[src/hw/rtl/skf_pkg.sv]
// Shared types, constants and microcode table of the scalar Kalman filter.
`timescale 1ns / 1ps
package skf_pkg;

	// Field widths
	localparam int MEAS_W  = 32;
	localparam int COV_W   = 32;
	localparam int NOISE_W = 31;
	localparam int GAIN_W  = 31;
	localparam int DEN_W   = 33;
	localparam int REM_W   = 34;
	localparam int PROD_W  = 64;
	localparam int CFG_AW  = 3;
	localparam int CFG_DW  = 32;
	localparam int STEP_W  = 4;
	localparam int DCNT_W  = 5;

	// Q2.30 constants
	localparam logic [GAIN_W-1:0] Q30_ONE  = 31'h4000_0000;
	localparam logic [PROD_W-1:0] Q30_HALF = 64'h0000_0000_2000_0000;
	localparam logic [COV_W-1:0]  COV_RESET = 32'h4000_0000;
	localparam logic [NOISE_W-1:0] PN_RESET = 31'd1073742;
	localparam logic [NOISE_W-1:0] MN_RESET = 31'd10737418;

	// Index of the last divider step; the divider produces one quotient bit per step
	localparam logic [DCNT_W-1:0] DIV_LAST = 5'd30;

	// Register indexes (word address)
	localparam logic REG_PN = 1'b0;
	localparam logic REG_MN = 1'b1;

	// Datapath operations
	localparam logic [3:0] OP_NOP  = 4'd0;
	localparam logic [3:0] OP_LOAD = 4'd1;
	localparam logic [3:0] OP_PRED = 4'd2;
	localparam logic [3:0] OP_DEN  = 4'd3;
	localparam logic [3:0] OP_DIV  = 4'd4;
	localparam logic [3:0] OP_MULD = 4'd5;
	localparam logic [3:0] OP_EST  = 4'd6;
	localparam logic [3:0] OP_MULP = 4'd7;
	localparam logic [3:0] OP_COV  = 4'd8;
	localparam logic [3:0] OP_OUT  = 4'd9;

	// Branch conditions: true advances (or returns to S_LOAD when ret is set), false jumps to the target
	localparam logic [2:0] C_ALWAYS   = 3'd0;
	localparam logic [2:0] C_IN_VALID = 3'd1;
	localparam logic [2:0] C_DIV_DONE = 3'd2;
	localparam logic [2:0] C_OUT_FREE = 3'd3;
	localparam logic [2:0] C_NEVER    = 3'd4;

	// Program steps
	localparam logic [STEP_W-1:0] S_LOAD = 4'd0;
	localparam logic [STEP_W-1:0] S_PRED = 4'd1;
	localparam logic [STEP_W-1:0] S_DEN  = 4'd2;
	localparam logic [STEP_W-1:0] S_DIV  = 4'd3;
	localparam logic [STEP_W-1:0] S_MULD = 4'd4;
	localparam logic [STEP_W-1:0] S_EST  = 4'd5;
	localparam logic [STEP_W-1:0] S_MULP = 4'd6;
	localparam logic [STEP_W-1:0] S_COV  = 4'd7;
	localparam logic [STEP_W-1:0] S_OUT  = 4'd8;

	typedef struct packed {
		logic [3:0]        op;
		logic [2:0]        cond;
		logic              ret;
		logic [STEP_W-1:0] target;
	} ctrl_t;

	typedef struct packed {
		logic in_valid;
		logic div_done;
		logic out_free;
	} status_t;

	// Control store
	function automatic ctrl_t ucode(input logic [STEP_W-1:0] step);
		ctrl_t w;
		begin
			case (step)
				S_LOAD:  w = '{op: OP_LOAD, cond: C_IN_VALID, ret: 1'b0, target: S_LOAD};
				S_PRED:  w = '{op: OP_PRED, cond: C_ALWAYS,   ret: 1'b0, target: S_LOAD};
				S_DEN:   w = '{op: OP_DEN,  cond: C_ALWAYS,   ret: 1'b0, target: S_LOAD};
				S_DIV:   w = '{op: OP_DIV,  cond: C_DIV_DONE, ret: 1'b0, target: S_DIV};
				S_MULD:  w = '{op: OP_MULD, cond: C_ALWAYS,   ret: 1'b0, target: S_LOAD};
				S_EST:   w = '{op: OP_EST,  cond: C_ALWAYS,   ret: 1'b0, target: S_LOAD};
				S_MULP:  w = '{op: OP_MULP, cond: C_ALWAYS,   ret: 1'b0, target: S_LOAD};
				S_COV:   w = '{op: OP_COV,  cond: C_ALWAYS,   ret: 1'b0, target: S_LOAD};
				S_OUT:   w = '{op: OP_OUT,  cond: C_OUT_FREE, ret: 1'b1, target: S_OUT};
				default: w = '{op: OP_NOP,  cond: C_NEVER,    ret: 1'b0, target: S_LOAD};
			endcase
			return w;
		end
	endfunction

endpackage

[src/hw/rtl/skf_meas_if.sv]
// Measurement channel: valid/ready handshake with one reading per beat.
`timescale 1ns / 1ps
interface skf_meas_if;
	import skf_pkg::*;
	logic              valid;
	logic              ready;
	logic [MEAS_W-1:0] measurement;

	modport source (output valid, output measurement, input ready);
	modport sink (input valid, input measurement, output ready);
endinterface

[src/hw/rtl/skf_est_if.sv]
// Estimate channel: valid/ready handshake with one filtered estimate per beat.
`timescale 1ns / 1ps
interface skf_est_if;
	import skf_pkg::*;
	logic              valid;
	logic              ready;
	logic [MEAS_W-1:0] filtered_estimate;

	modport source (output valid, output filtered_estimate, input ready);
	modport sink (input valid, input filtered_estimate, output ready);
endinterface

[src/hw/rtl/skf_cfg.sv]
// APB register file holding the process and measurement noise.
`timescale 1ns / 1ps
module skf_cfg (
	input  logic                          clk,
	input  logic                          arst_n,
	input  logic                          psel,
	input  logic                          penable,
	input  logic                          pwrite,
	input  logic [skf_pkg::CFG_AW-1:0]    paddr,
	input  logic [skf_pkg::CFG_DW-1:0]    pwdata,
	output logic [skf_pkg::CFG_DW-1:0]    prdata,
	output logic                          pready,
	output logic [skf_pkg::NOISE_W-1:0]   pn,
	output logic [skf_pkg::NOISE_W-1:0]   mn
);
	import skf_pkg::*;

	logic [NOISE_W-1:0] pn_q;
	logic [NOISE_W-1:0] mn_q;
	logic               wr_en;

	// Word index is paddr[2]; byte offset bits are ignored
	assign wr_en  = psel && penable && pwrite;
	assign pready = 1'b1;

	always_ff @(posedge clk or negedge arst_n) begin
		if (!arst_n) begin
			pn_q <= PN_RESET;
			mn_q <= MN_RESET;
		end else if (wr_en) begin
			if (paddr[2] == REG_PN) begin
				pn_q <= pwdata[NOISE_W-1:0];
			end else begin
				mn_q <= pwdata[NOISE_W-1:0];
			end
		end
	end

	// Read back
	assign prdata = (paddr[2] == REG_MN) ? {1'b0, mn_q} : {1'b0, pn_q};
	assign pn     = pn_q;
	assign mn     = mn_q;
endmodule

[src/hw/rtl/skf_seq.sv]
// Microcode sequencer: step counter, control store and conditional branch.
`timescale 1ns / 1ps
module skf_seq (
	input  logic             clk,
	input  logic             arst_n,
	input  skf_pkg::status_t status,
	output skf_pkg::ctrl_t   ctrl
);
	import skf_pkg::*;

	logic [STEP_W-1:0] step_q;
	ctrl_t             word;
	logic              cond_ok;

	assign word = ucode(step_q);
	assign ctrl = word;

	// Branch condition
	always_comb begin
		case (word.cond)
			C_ALWAYS:   cond_ok = 1'b1;
			C_IN_VALID: cond_ok = status.in_valid;
			C_DIV_DONE: cond_ok = status.div_done;
			C_OUT_FREE: cond_ok = status.out_free;
			default:    cond_ok = 1'b0;
		endcase
	end

	// Step counter
	always_ff @(posedge clk or negedge arst_n) begin
		if (!arst_n) begin
			step_q <= S_LOAD;
		end else if (cond_ok) begin
			step_q <= word.ret ? S_LOAD : step_q + STEP_W'(1);
		end else begin
			step_q <= word.target;
		end
	end
endmodule

[src/hw/rtl/skf_div.sv]
// Restoring divider for the gain, one quotient bit per step.
`timescale 1ns / 1ps
module skf_div (
	input  logic                        clk,
	input  logic                        arst_n,
	input  skf_pkg::ctrl_t              ctrl,
	input  logic [skf_pkg::COV_W-1:0]   dividend,
	input  logic [skf_pkg::DEN_W-1:0]   divisor,
	output logic [skf_pkg::GAIN_W-1:0]  quotient,
	output logic                        done
);
	import skf_pkg::*;

	logic [REM_W-1:0]  rem_q;
	logic [DEN_W-1:0]  den_q;
	logic [GAIN_W-1:0] quo_q;
	logic [DCNT_W-1:0] cnt_q;
	logic              dz_q;
	logic [REM_W-1:0]  shifted;
	logic [REM_W-1:0]  den_ext;
	logic              ge;
	logic              start;
	logic              step;

	assign start = (ctrl.op == OP_DEN);
	assign step  = (ctrl.op == OP_DIV);

	// First step compares p itself (quotient bit for 1.0), later steps shift
	assign shifted = (cnt_q == '0) ? rem_q : {rem_q[REM_W-2:0], 1'b0};
	assign den_ext = {1'b0, den_q};
	assign ge      = (shifted >= den_ext);

	always_ff @(posedge clk or negedge arst_n) begin
		if (!arst_n) begin
			cnt_q <= '0;
		end else if (start) begin
			cnt_q <= '0;
		end else if (step) begin
			cnt_q <= cnt_q + DCNT_W'(1);
		end
	end

	// Remainder and quotient
	always_ff @(posedge clk) begin
		if (start) begin
			rem_q <= {2'b00, dividend};
			den_q <= divisor;
			dz_q  <= (divisor == '0);
		end else if (step) begin
			rem_q <= ge ? (shifted - den_ext) : shifted;
			quo_q <= {quo_q[GAIN_W-2:0], ge};
		end
	end

	// Zero denominator gives a gain of exactly one
	assign quotient = dz_q ? Q30_ONE : quo_q;
	assign done     = step && (cnt_q == DIV_LAST);
endmodule

[src/hw/rtl/skf_dp.sv]
// Filter datapath: state, shared multiplier, estimate and covariance update.
`timescale 1ns / 1ps
module skf_dp (
	input  logic                        clk,
	input  logic                        arst_n,
	input  skf_pkg::ctrl_t              ctrl,
	skf_meas_if.sink                    meas,
	skf_est_if.source                   filt,
	input  logic [skf_pkg::NOISE_W-1:0] pn,
	input  logic [skf_pkg::NOISE_W-1:0] mn,
	input  logic [skf_pkg::GAIN_W-1:0]  gain,
	output logic [skf_pkg::COV_W-1:0]   dividend,
	output logic [skf_pkg::DEN_W-1:0]   divisor,
	output logic                        out_free
);
	import skf_pkg::*;

	logic [MEAS_W-1:0] est_q;
	logic [COV_W-1:0]  cov_q;
	logic [MEAS_W-1:0] z_q;
	logic [COV_W-1:0]  p_q;
	logic [MEAS_W-1:0] dist_q;
	logic              neg_q;
	logic [PROD_W-1:0] prod_q;
	logic [MEAS_W-1:0] out_q;
	logic              out_valid_q;

	logic [DEN_W-1:0]  pred_sum;
	logic [COV_W-1:0]  pred_sat;
	logic              z_lt;
	logic [31:0]       mul_a;
	logic [31:0]       mul_b;
	logic [PROD_W-1:0] rnd;
	logic [MEAS_W-1:0] step_amt;
	logic              load_in;
	logic              load_out;

	assign meas.ready = (ctrl.op == OP_LOAD);
	assign load_in    = meas.valid && meas.ready;

	// Prediction with saturation
	assign pred_sum = {1'b0, cov_q} + {2'b00, pn};
	assign pred_sat = pred_sum[COV_W] ? '1 : pred_sum[COV_W-1:0];
	assign z_lt     = (z_q < est_q);

	// Gain denominator, exact in 33 bits
	assign dividend = p_q;
	assign divisor  = {1'b0, p_q} + {2'b00, mn};

	// Shared multiplier operands
	always_comb begin
		case (ctrl.op)
			OP_MULD: begin
				mul_a = dist_q;
				mul_b = {1'b0, gain};
			end
			OP_MULP: begin
				mul_a = p_q;
				mul_b = {1'b0, Q30_ONE - gain};
			end
			default: begin
				mul_a = '0;
				mul_b = '0;
			end
		endcase
	end

	// Round half up and drop 30 fraction bits
	assign rnd      = prod_q + Q30_HALF;
	assign step_amt = rnd[61:30];

	// Working registers
	always_ff @(posedge clk) begin
		if (load_in) begin
			z_q <= meas.measurement;
		end
		if (ctrl.op == OP_PRED) begin
			p_q    <= pred_sat;
			neg_q  <= z_lt;
			dist_q <= z_lt ? (est_q - z_q) : (z_q - est_q);
		end
		if (ctrl.op == OP_MULD || ctrl.op == OP_MULP) begin
			prod_q <= mul_a * mul_b;
		end
		if (load_out) begin
			out_q <= est_q;
		end
	end

	// Filter state
	always_ff @(posedge clk or negedge arst_n) begin
		if (!arst_n) begin
			est_q <= '0;
			cov_q <= COV_RESET;
		end else begin
			if (ctrl.op == OP_EST) begin
				est_q <= neg_q ? (est_q - step_amt) : (est_q + step_amt);
			end
			if (ctrl.op == OP_COV) begin
				cov_q <= step_amt;
			end
		end
	end

	// Output register
	assign out_free = !out_valid_q || filt.ready;
	assign load_out = (ctrl.op == OP_OUT) && out_free;

	always_ff @(posedge clk or negedge arst_n) begin
		if (!arst_n) begin
			out_valid_q <= 1'b0;
		end else if (load_out) begin
			out_valid_q <= 1'b1;
		end else if (filt.ready) begin
			out_valid_q <= 1'b0;
		end
	end

	assign filt.valid             = out_valid_q;
	assign filt.filtered_estimate = out_q;
endmodule

[src/hw/rtl/scalar_kalman_filter.sv]
// Scalar Kalman filter top level: sequencer, datapath, divider and registers.
// One measurement at a time: the next measurement beat is accepted only once the estimate
// of the previous one has been loaded into the output register, which waits while results
// are not taken. The 31-step gain divider, one quotient bit per cycle, takes most of each
// update.
// Reset (arst_n low) clears estimate to 0, sets covariance to 1.0 and noise to defaults.
`timescale 1ns / 1ps
module scalar_kalman_filter (
	input  logic                        clk,
	input  logic                        arst_n,
	skf_meas_if.sink                    meas,
	skf_est_if.source                   filt,
	input  logic                        psel,
	input  logic                        penable,
	input  logic                        pwrite,
	input  logic [skf_pkg::CFG_AW-1:0]  paddr,
	input  logic [skf_pkg::CFG_DW-1:0]  pwdata,
	output logic [skf_pkg::CFG_DW-1:0]  prdata,
	output logic                        pready
);
	import skf_pkg::*;

	ctrl_t              ctrl;
	status_t            status;
	logic [NOISE_W-1:0] pn;
	logic [NOISE_W-1:0] mn;
	logic [GAIN_W-1:0]  gain;
	logic [COV_W-1:0]   dividend;
	logic [DEN_W-1:0]   divisor;
	logic               div_done;
	logic               out_free;

	assign status.in_valid = meas.valid;
	assign status.div_done = div_done;
	assign status.out_free = out_free;

	skf_cfg u_cfg (
		.clk     (clk),
		.arst_n  (arst_n),
		.psel    (psel),
		.penable (penable),
		.pwrite  (pwrite),
		.paddr   (paddr),
		.pwdata  (pwdata),
		.prdata  (prdata),
		.pready  (pready),
		.pn      (pn),
		.mn      (mn)
	);

	skf_seq u_seq (
		.clk    (clk),
		.arst_n (arst_n),
		.status (status),
		.ctrl   (ctrl)
	);

	skf_div u_div (
		.clk      (clk),
		.arst_n   (arst_n),
		.ctrl     (ctrl),
		.dividend (dividend),
		.divisor  (divisor),
		.quotient (gain),
		.done     (div_done)
	);

	skf_dp u_dp (
		.clk      (clk),
		.arst_n   (arst_n),
		.ctrl     (ctrl),
		.meas     (meas),
		.filt     (filt),
		.pn       (pn),
		.mn       (mn),
		.gain     (gain),
		.dividend (dividend),
		.divisor  (divisor),
		.out_free (out_free)
	);
endmodule

[src/flat_wrapper.sv]
// flat-port wrapper written by rule: the top's interface ports become plain ports
module scalar_kalman_filter_flat import skf_pkg::*;
  (clk, arst_n, psel, penable, pwrite, paddr, pwdata, prdata, pready, meas_valid, meas_measurement, meas_ready, filt_valid, filt_filtered_estimate, filt_ready);
  skf_meas_if meas_i ();
  skf_est_if filt_i ();
  input  logic clk;
  input  logic arst_n;
  input  logic psel;
  input  logic penable;
  input  logic pwrite;
  input  logic [skf_pkg::CFG_AW-1:0] paddr;
  input  logic [skf_pkg::CFG_DW-1:0] pwdata;
  output logic [skf_pkg::CFG_DW-1:0] prdata;
  output logic pready;
  input wire logic [$bits(meas_i.valid)-1:0] meas_valid;
  input wire logic [$bits(meas_i.measurement)-1:0] meas_measurement;
  output wire logic [$bits(meas_i.ready)-1:0] meas_ready;
  output wire logic [$bits(filt_i.valid)-1:0] filt_valid;
  output wire logic [$bits(filt_i.filtered_estimate)-1:0] filt_filtered_estimate;
  input wire logic [$bits(filt_i.ready)-1:0] filt_ready;
  assign meas_i.valid = meas_valid;
  assign meas_i.measurement = meas_measurement;
  assign meas_ready = meas_i.ready;
  assign filt_valid = filt_i.valid;
  assign filt_filtered_estimate = filt_i.filtered_estimate;
  assign filt_i.ready = filt_ready;
  scalar_kalman_filter u_core (.clk(clk), .arst_n(arst_n), .meas(meas_i), .filt(filt_i), .psel(psel), .penable(penable), .pwrite(pwrite), .paddr(paddr), .pwdata(pwdata), .prdata(prdata), .pready(pready));
endmodule
[config.mk]
export PLATFORM = sky130hd
export DESIGN_NAME = scalar_kalman_filter_flat
export DESIGN_NICKNAME = d
export VERILOG_FILES = /design/src/hw/rtl/skf_pkg.sv /design/src/hw/rtl/skf_meas_if.sv /design/src/hw/rtl/skf_est_if.sv /design/src/hw/rtl/skf_cfg.sv /design/src/hw/rtl/skf_seq.sv /design/src/hw/rtl/skf_div.sv /design/src/hw/rtl/skf_dp.sv /design/src/hw/rtl/scalar_kalman_filter.sv /design/src/flat_wrapper.sv
export SDC_FILE = /design/constraint.sdc
export NUM_CORES = 2
export LEC_CHECK = 0
export BUFFER_PORTS_ARGS = -buffer_cell sky130_fd_sc_hd__buf_2
export CORE_UTILIZATION = 60
export DETAILED_ROUTE_END_ITERATION = 12
export PLACE_DENSITY = 0.79
export SYNTH_ARGS = -nofsm -noshare
export SYNTH_HDL_FRONTEND = slang
export SYNTH_SLANG_ARGS = --single-unit
[constraint.sdc]
create_clock -name clk -period 26.1 [get_ports clk]
set_input_delay 0 -clock clk [delete_from_list [all_inputs] [get_ports clk]]
set_output_delay 0 -clock clk [all_outputs]
set_load 0.005 [all_outputs]
* Yosys cells after proc, flatten, opt, wreduce, memory -nomap -nowiden
Memory sizes are Yosys's and may differ from the RTL's.
Index checks and enable logic that the tools add are counted.
** Word-level totals
- Register bits :: 426
- Memory bits (read-only) :: 176
- Logic and storage cells :: 81
- Output and inout port bits :: 67
- Memories kept :: 1
- Bits of input ports :: 74
** Operators by class
- $add $sub $neg :: 11
- Equal/unequal tests :: 13
- Multiplexer cells :: 17
- Bitwise operators :: 2
- Reductions and logical operators :: 16
- Multipliers :: 1
- Magnitude comparators :: 2
** Memory list
- (no name shown) :: words 16, bits a word 11, rd ports 1, clocked after memory_dff 0, wr ports 0, RTL line skf_pkg.sv:79 : case (step)
** Operator list (count)
- two-way mux 32 bit :: 4
- subtractor 32 bit :: 3
- two-way mux 34 bit :: 2
- adder 32 x 31 -> 33 bit :: 2
- one-hot mux 32 bit (2 select lines) :: 1
- adder 62 x 30 -> 62 bit (second input constant) :: 1
- multiplier 32 x 31 -> 62 bit :: 1
- two-way mux 31 bit :: 2
- one-hot mux 31 bit (2 select lines) :: 1
- >= comparator 34 x 33 -> 1 bit :: 1
- subtractor 34 x 33 -> 34 bit :: 1
- logical NOT 33 bit :: 1
- adder 32 bit :: 1
- < comparator 32 bit :: 1
- subtractor 31 bit (first input constant) :: 1
- equality test 4 x 3 -> 1 bit (second input constant) :: 4
- two-way mux 5 bit :: 2
- equality test 4 x 2 -> 1 bit (second input constant) :: 2
- equality test 4 bit (second input constant) :: 2
- two-way mux 4 bit :: 2
- equality test 3 x 2 -> 1 bit (second input constant) :: 2
- AND reduction 2 bit :: 3
- adder 5 x 1 -> 5 bit (second input constant) :: 1
- equality test 5 bit (second input constant) :: 1
- other kinds (12) :: 20

* Longest topological paths before layout
- Depth in word-level cells :: 6
- Gate-level depth with buffers :: 41

* By module
From an unflattened synthesis, not the netlist that was laid out.
** Second synthesis, totals
- Cell total of the unflattened synthesis :: 6274
- Area total of the unflattened synthesis :: 58124.5 um^2
** By module, submodules not included
- skf_dp :: cells an instance 5408, seq. area each 6492.5 um^2, instances 1, area an instance 48138.7 um^2
- skf_div :: cells an instance 652, seq. area each 3078.0 um^2, instances 1, area an instance 6703.9 um^2
- skf_cfg :: cells an instance 171, seq. area each 1576.5 um^2, instances 1, area an instance 2889.0 um^2
- skf_seq :: cells an instance 43, seq. area each 100.1 um^2, instances 1, area an instance 392.9 um^2

* Worst setup path before layout
Ideal clock, no wire load.
- Path kind :: reg2reg
- Start :: register u_core.u_seq.step_q[0]
- End :: register u_core.u_dp.prod_q[59], data pin
- Arrival time :: 9.715 ns
- Cell stages (with the launch flop) :: 38
- Required time :: 25.838 ns
- Clock period less this slack :: 9.977 ns
- Path slack :: 16.123 ns
- Library setup time :: 0.262 ns
- Buffers on the path :: 2
- Path through :: dfrtp_1 > ha_1 > nand2b_1 > and2_1 > nor2_1 > nand2_1 > inv_1 > nand2_1 > clkbuf_1 > nor4_1 > o21ai_0 > o21ai_0 > inv_1 > o21ai_0 > clkbuf_1 > nand2_1 > fa_1 > inv_1 > [... 2 more ...] > fa_1 > inv_1 > fa_1 > fa_1 > fa_1 > fa_1 > inv_1 > fa_1 > inv_1 > ha_1 > and4_1 > and2_1 > a311oi_1 > a31oi_1 > or3_1 > a21oi_1 > o21bai_1 > xor2_1
** On the way
- Cells in the longest elaborated chain, start to end :: 4
- Elaborated cells between the ends (all ways) :: 6
- Classes of those cells :: mul (1); eq/ne (2); mux (2); memory (1)
** RTL lines
- start: declaration :: RTL line skf_seq.sv:11 : logic [STEP_W-1:0] step_q;
- start signal: assignment :: RTL line skf_seq.sv:34 : step_q <= word.ret ? S_LOAD : step_q + STEP_W'(1);
- start signal: assignment :: RTL line skf_seq.sv:36 : step_q <= word.target;
- memory (16 x 11 bit) (*)
- equality test 4 x 3 -> 1 bit :: RTL line skf_dp.sv:52 : case (ctrl.op)
- one-hot mux 32 bit (2 select lines) / one-hot mux 31 bit (2 select lines) (equally long branches) :: RTL line skf_dp.sv:52
- multiplier 32 x 31 -> 62 bit (*) :: RTL line skf_dp.sv:83 : prod_q <= mul_a * mul_b;
- end signal: assignment :: RTL line skf_dp.sv:83
- end: declaration :: RTL line skf_dp.sv:24 : logic [PROD_W-1:0] prod_q;
Mark *: on every way between the ends. The rest lies on a longest branch, timed or not.
A chain may end at the register's enable or synchronous reset.

* Worst setup path after layout
- Start :: register u_core.u_div.dz_q
- End :: register u_core.u_dp.prod_q[47], data pin
** On the way
- Cells in the longest elaborated chain, start to end :: 4
** RTL lines
- start: declaration :: RTL line skf_div.sv:18 : logic dz_q;
- start signal: assignment :: RTL line skf_div.sv:48 : dz_q <= (divisor == '0);
- two-way mux 31 bit (*) :: RTL line skf_div.sv:56 : assign quotient = dz_q ? Q30_ONE : quo_q;
- subtractor 31 bit :: RTL line skf_dp.sv:59 : mul_b = {1'b0, Q30_ONE - gain};
- one-hot mux 31 bit (2 select lines) (*) :: RTL line skf_dp.sv:52
- multiplier 32 x 31 -> 62 bit (*) :: RTL line skf_dp.sv:83
Marks and branches as above.

==> flow_summary.yaml <==
drt:
  ant_nets: 0
  vias: 47593
  drc_errors: 0
  via_per_inst: 6.18
  drt_first_iter_violations: 4965
  wirelength_mm: 180
  first_pass_iters: 7
  routedWlPerCell_um: 23.4
synth:
  netlist-cell-type-count: 87
  synth-edff-count: 259
  synth.net_count: 7726
  syn_inst: 6335
  avgSynthCellArea_sq_um: 9.14
  synth_top_flop_cell: "edfxtp_1"
  ys_warn_count: 0
  async_reset_ff_share_pct: 34.3
  yosys_register_bits: 397
  ys_seq_area_share_pct: 19.4
  syn_area_sq_um: 57900
timing:
  fin_ws_ps: 14130
  setup_violations: 0
  slew_headroom_pct: 13.4
  hold_viol_final: 0
  tns_ps: 0
  skew_ps: 16.8
  max_slew.worst_pin.slew_ps: 1290
  min_period_over_period_pct: 45.8
  fmax_mhz: 83.6
  period_minus_slack_ps: 11970
  rsz0062_at_grt: "false"
  slew_violations: 0
pwr:
  power_leakage_uw: 0.0289
  power.total_uw: 7750
  irDropWorstVdd_mv: 0.107
  power.density_nw_per_um2: 125
cts:
  hold_buffers: 66
  clock_sinks: 397
  cts_tree: "done"
  root_buffer: "clkbuf_16"
  cts_resized: 0
  htreeDepth: 2
  clk_pin_slew_ps: 60
  cts_made_buffers: 43
  cts_buffer_depth: 3
  cts_setup_buffers: 0
  clk_latency_ps: 600
critical_path:
  start_kind: "register"
  cp.required_ps: 26420
  crit_top_cell: "fa_1"
  cp-end-kind: "register"
  cp_max_fo: 49
  cpPeakStageDelay_ps: 980
  crit_family: "adder cells"
  crit_buf_inv: 5
  path_class: "reg2reg"
  cp_slowest_cell: "o21ai_1"
  arrival_ps: 12290
flow_run:
  drv_cap: 0
grt:
  grt_max_degree: 80
  antenna_found_initial: 11
  grt.total_usage_pct: 37.2
  grt_pass1_vias: 48674
  gr-total-overflow: 0
  grt_pass1_wl_mm: 278
die:
  start_util_pct: 60.7
  dieArea_sq_um: 97700
  die_y_um: 313
  design.core.area_sq_um: 95300
  io_pins: 141
  die_w_um: 313
  placementRows: 113
outcome:
  status: "finished, final reports clean"
final_layout:
  final_nets: 7780
  syn_to_final_growth_pct: 7.39
  drive_above_1_share_pct: 8.83
placed_design:
  gp_congestion: 1.02
  port_buffers: 135
  hpwl_mm: 136
  detailedPlace.worstSlack_ps: 14570
hold_path:
  min_path_type: "in2async"
report_power, final:
part	internal [uW]	switching, uW	leakage (uW)
registers	1110	309	0.00406
clock network	352	281	0.000691
logic	2000	3690	0.0241
worst register-to-register path: cells and delay by family (launching register included):
| kind | cells | cell delay (ps) |
|---|---|---|
| and+or+nand+nor | 5 | 1170 |
| xor gates and xnor gates | 1 | 140 |
| AOI/OAI and AO/OA | 11 | 3780 |
| adders and majority gates | 9 | 4360 |
| buffers and inverters | 5 | 1910 |
| DFF | 1 | 320 |
cells in the mapped netlist, drive strengths merged, types with 33 or more instances:
library cell / count / area [sq um]
a21o: 139 / 1040
nor2: 602 / 2260
fa: 870 / 17400
nand2: 836 / 3140
ha: 447 / 5590
a31oi: 45 / 282
xor2: 99 / 867
dfrtp: 115 / 2880
o21ai: 194 / 971
nand3: 107 / 536
a22o: 33 / 289
mux2: 153 / 1720
buf: 42 / 175
nand4: 50 / 319
a22oi: 34 / 255
edfxtp: 259 / 7780
inv: 1015 / 3810
and2: 40 / 250
nor3: 72 / 365
o21bai: 40 / 300
xnor2: 142 / 1240
nor2b: 35 / 219
a21oi: 257 / 1290
clkbuf: 254 / 955
metal layers:
layer	vias to the layer above	part of all wire (%)	global-route usage, %
met1	23475	36	46.6
li1	20638	-	-
met3	811	11	9.59
met5	-	0.038	0
met4	10	6.8	20.7
met2	2659	46	59.1
registers in the layout, indices dropped and copies added (netlist names), 32 cells and up:
register	flops
u_core.u_div.rem_q	34
u_core.u_div.den_q	33
u_core.u_dp.prod_q	33
u_core.u_dp.cov_q	32
u_core.u_dp.dist_q	32
u_core.u_dp.dividend	32
u_core.u_dp.est_q	32
u_core.u_dp.filt.filtered_estimate	32
u_core.u_dp.z_q	32
area by class of cell:
| type | count | area, sq um |
|---|---|---|
| fillers | 7652 | 33100 |
| diodes | 7 | 17.5 |
| well taps | 1265 | 1580 |
| multi-input cells | 4624 | 41900 |
| flip-flops and latches | 397 | 11200 |
| inverters | 1018 | 3820 |
| clock inverters | 30 | 327 |
| clock buffers | 50 | 1110 |
| repair buffers | 305 | 2120 |
stage by stage:
stage | utilization (%) | std cells | hold WS (ps) | instance area (sq um)
5_1_grt | 65.2 | 7689 | 46.9 | 62200
3_5_place_dp | 63.0 | 7543 | 73.9 | 60100
6_report | 65.2 | 7696 | 3.72 | 62200
3_3_place_gp | 63.0 | 7543 | 67.8 | 60100
4_1_cts | 65.2 | 7689 | 8.76 | 62200
2_1_floorplan | - | 6335 | -296 | 57900
final timing paths:
| kind | startpoint | endpoint | slack [ps] | cells after the start |
|---|---|---|---|---|
| min reg2reg | u_core.u_dp.cov_q[30]$_DFFE_PN1N_ | u_core.u_dp.cov_q[30]$_DFFE_PN1N_ | 500 | 2 |
| max in group asynchronous | arst_n | u_core.u_div.cnt_q[2]$_DFFE_PN0P_ | 24690 | 3 |
| min | arst_n | u_core.u_dp.est_q[9]$_DFFE_PN0N_ | 4 | 2 |
| max reg2reg | u_core.u_div.dz_q$_DFFE_PP_ | u_core.u_dp.prod_q[47]$_DFFE_PN_ | 14130 | 31 |
| min in group clk | meas_measurement[25] | u_core.u_dp.z_q[25]$_DFFE_PP_ | 110 | 2 |
| max | u_core.u_div.dz_q$_DFFE_PP_ | u_core.u_dp.prod_q[47]$_DFFE_PN_ | 14130 | 31 |
placed cells by master (no fill, tap or decap), types with 134 or more instances in the layout:
cell	Yosys	final
xnor2_1	142	142
nand2_1	836	836
o21ai_0	187	185
a21oi_1	256	253
buf_2	8	134
mux2_2	153	153
ha_1	447	447
a21o_1	139	139
inv_1	1014	1014
fa_1	870	870
nor2_1	602	600
edfxtp_1	259	259
logic make-up after synthesis:
kind of cell | count (synthesis) | synth area share (%)
xor gates and xnor gates | 241 | 3.65
buffers and inverters | 1314 | 8.55
AOI/OAI and AO/OA | 978 | 11.0
DFF | 397 | 19.4
and+or+nand+nor | 1915 | 14.3
other | 2 | 0.0130
muxes | 171 | 3.29
adders and majority gates | 1317 | 39.7
Power figures use the tool's default switching activity.
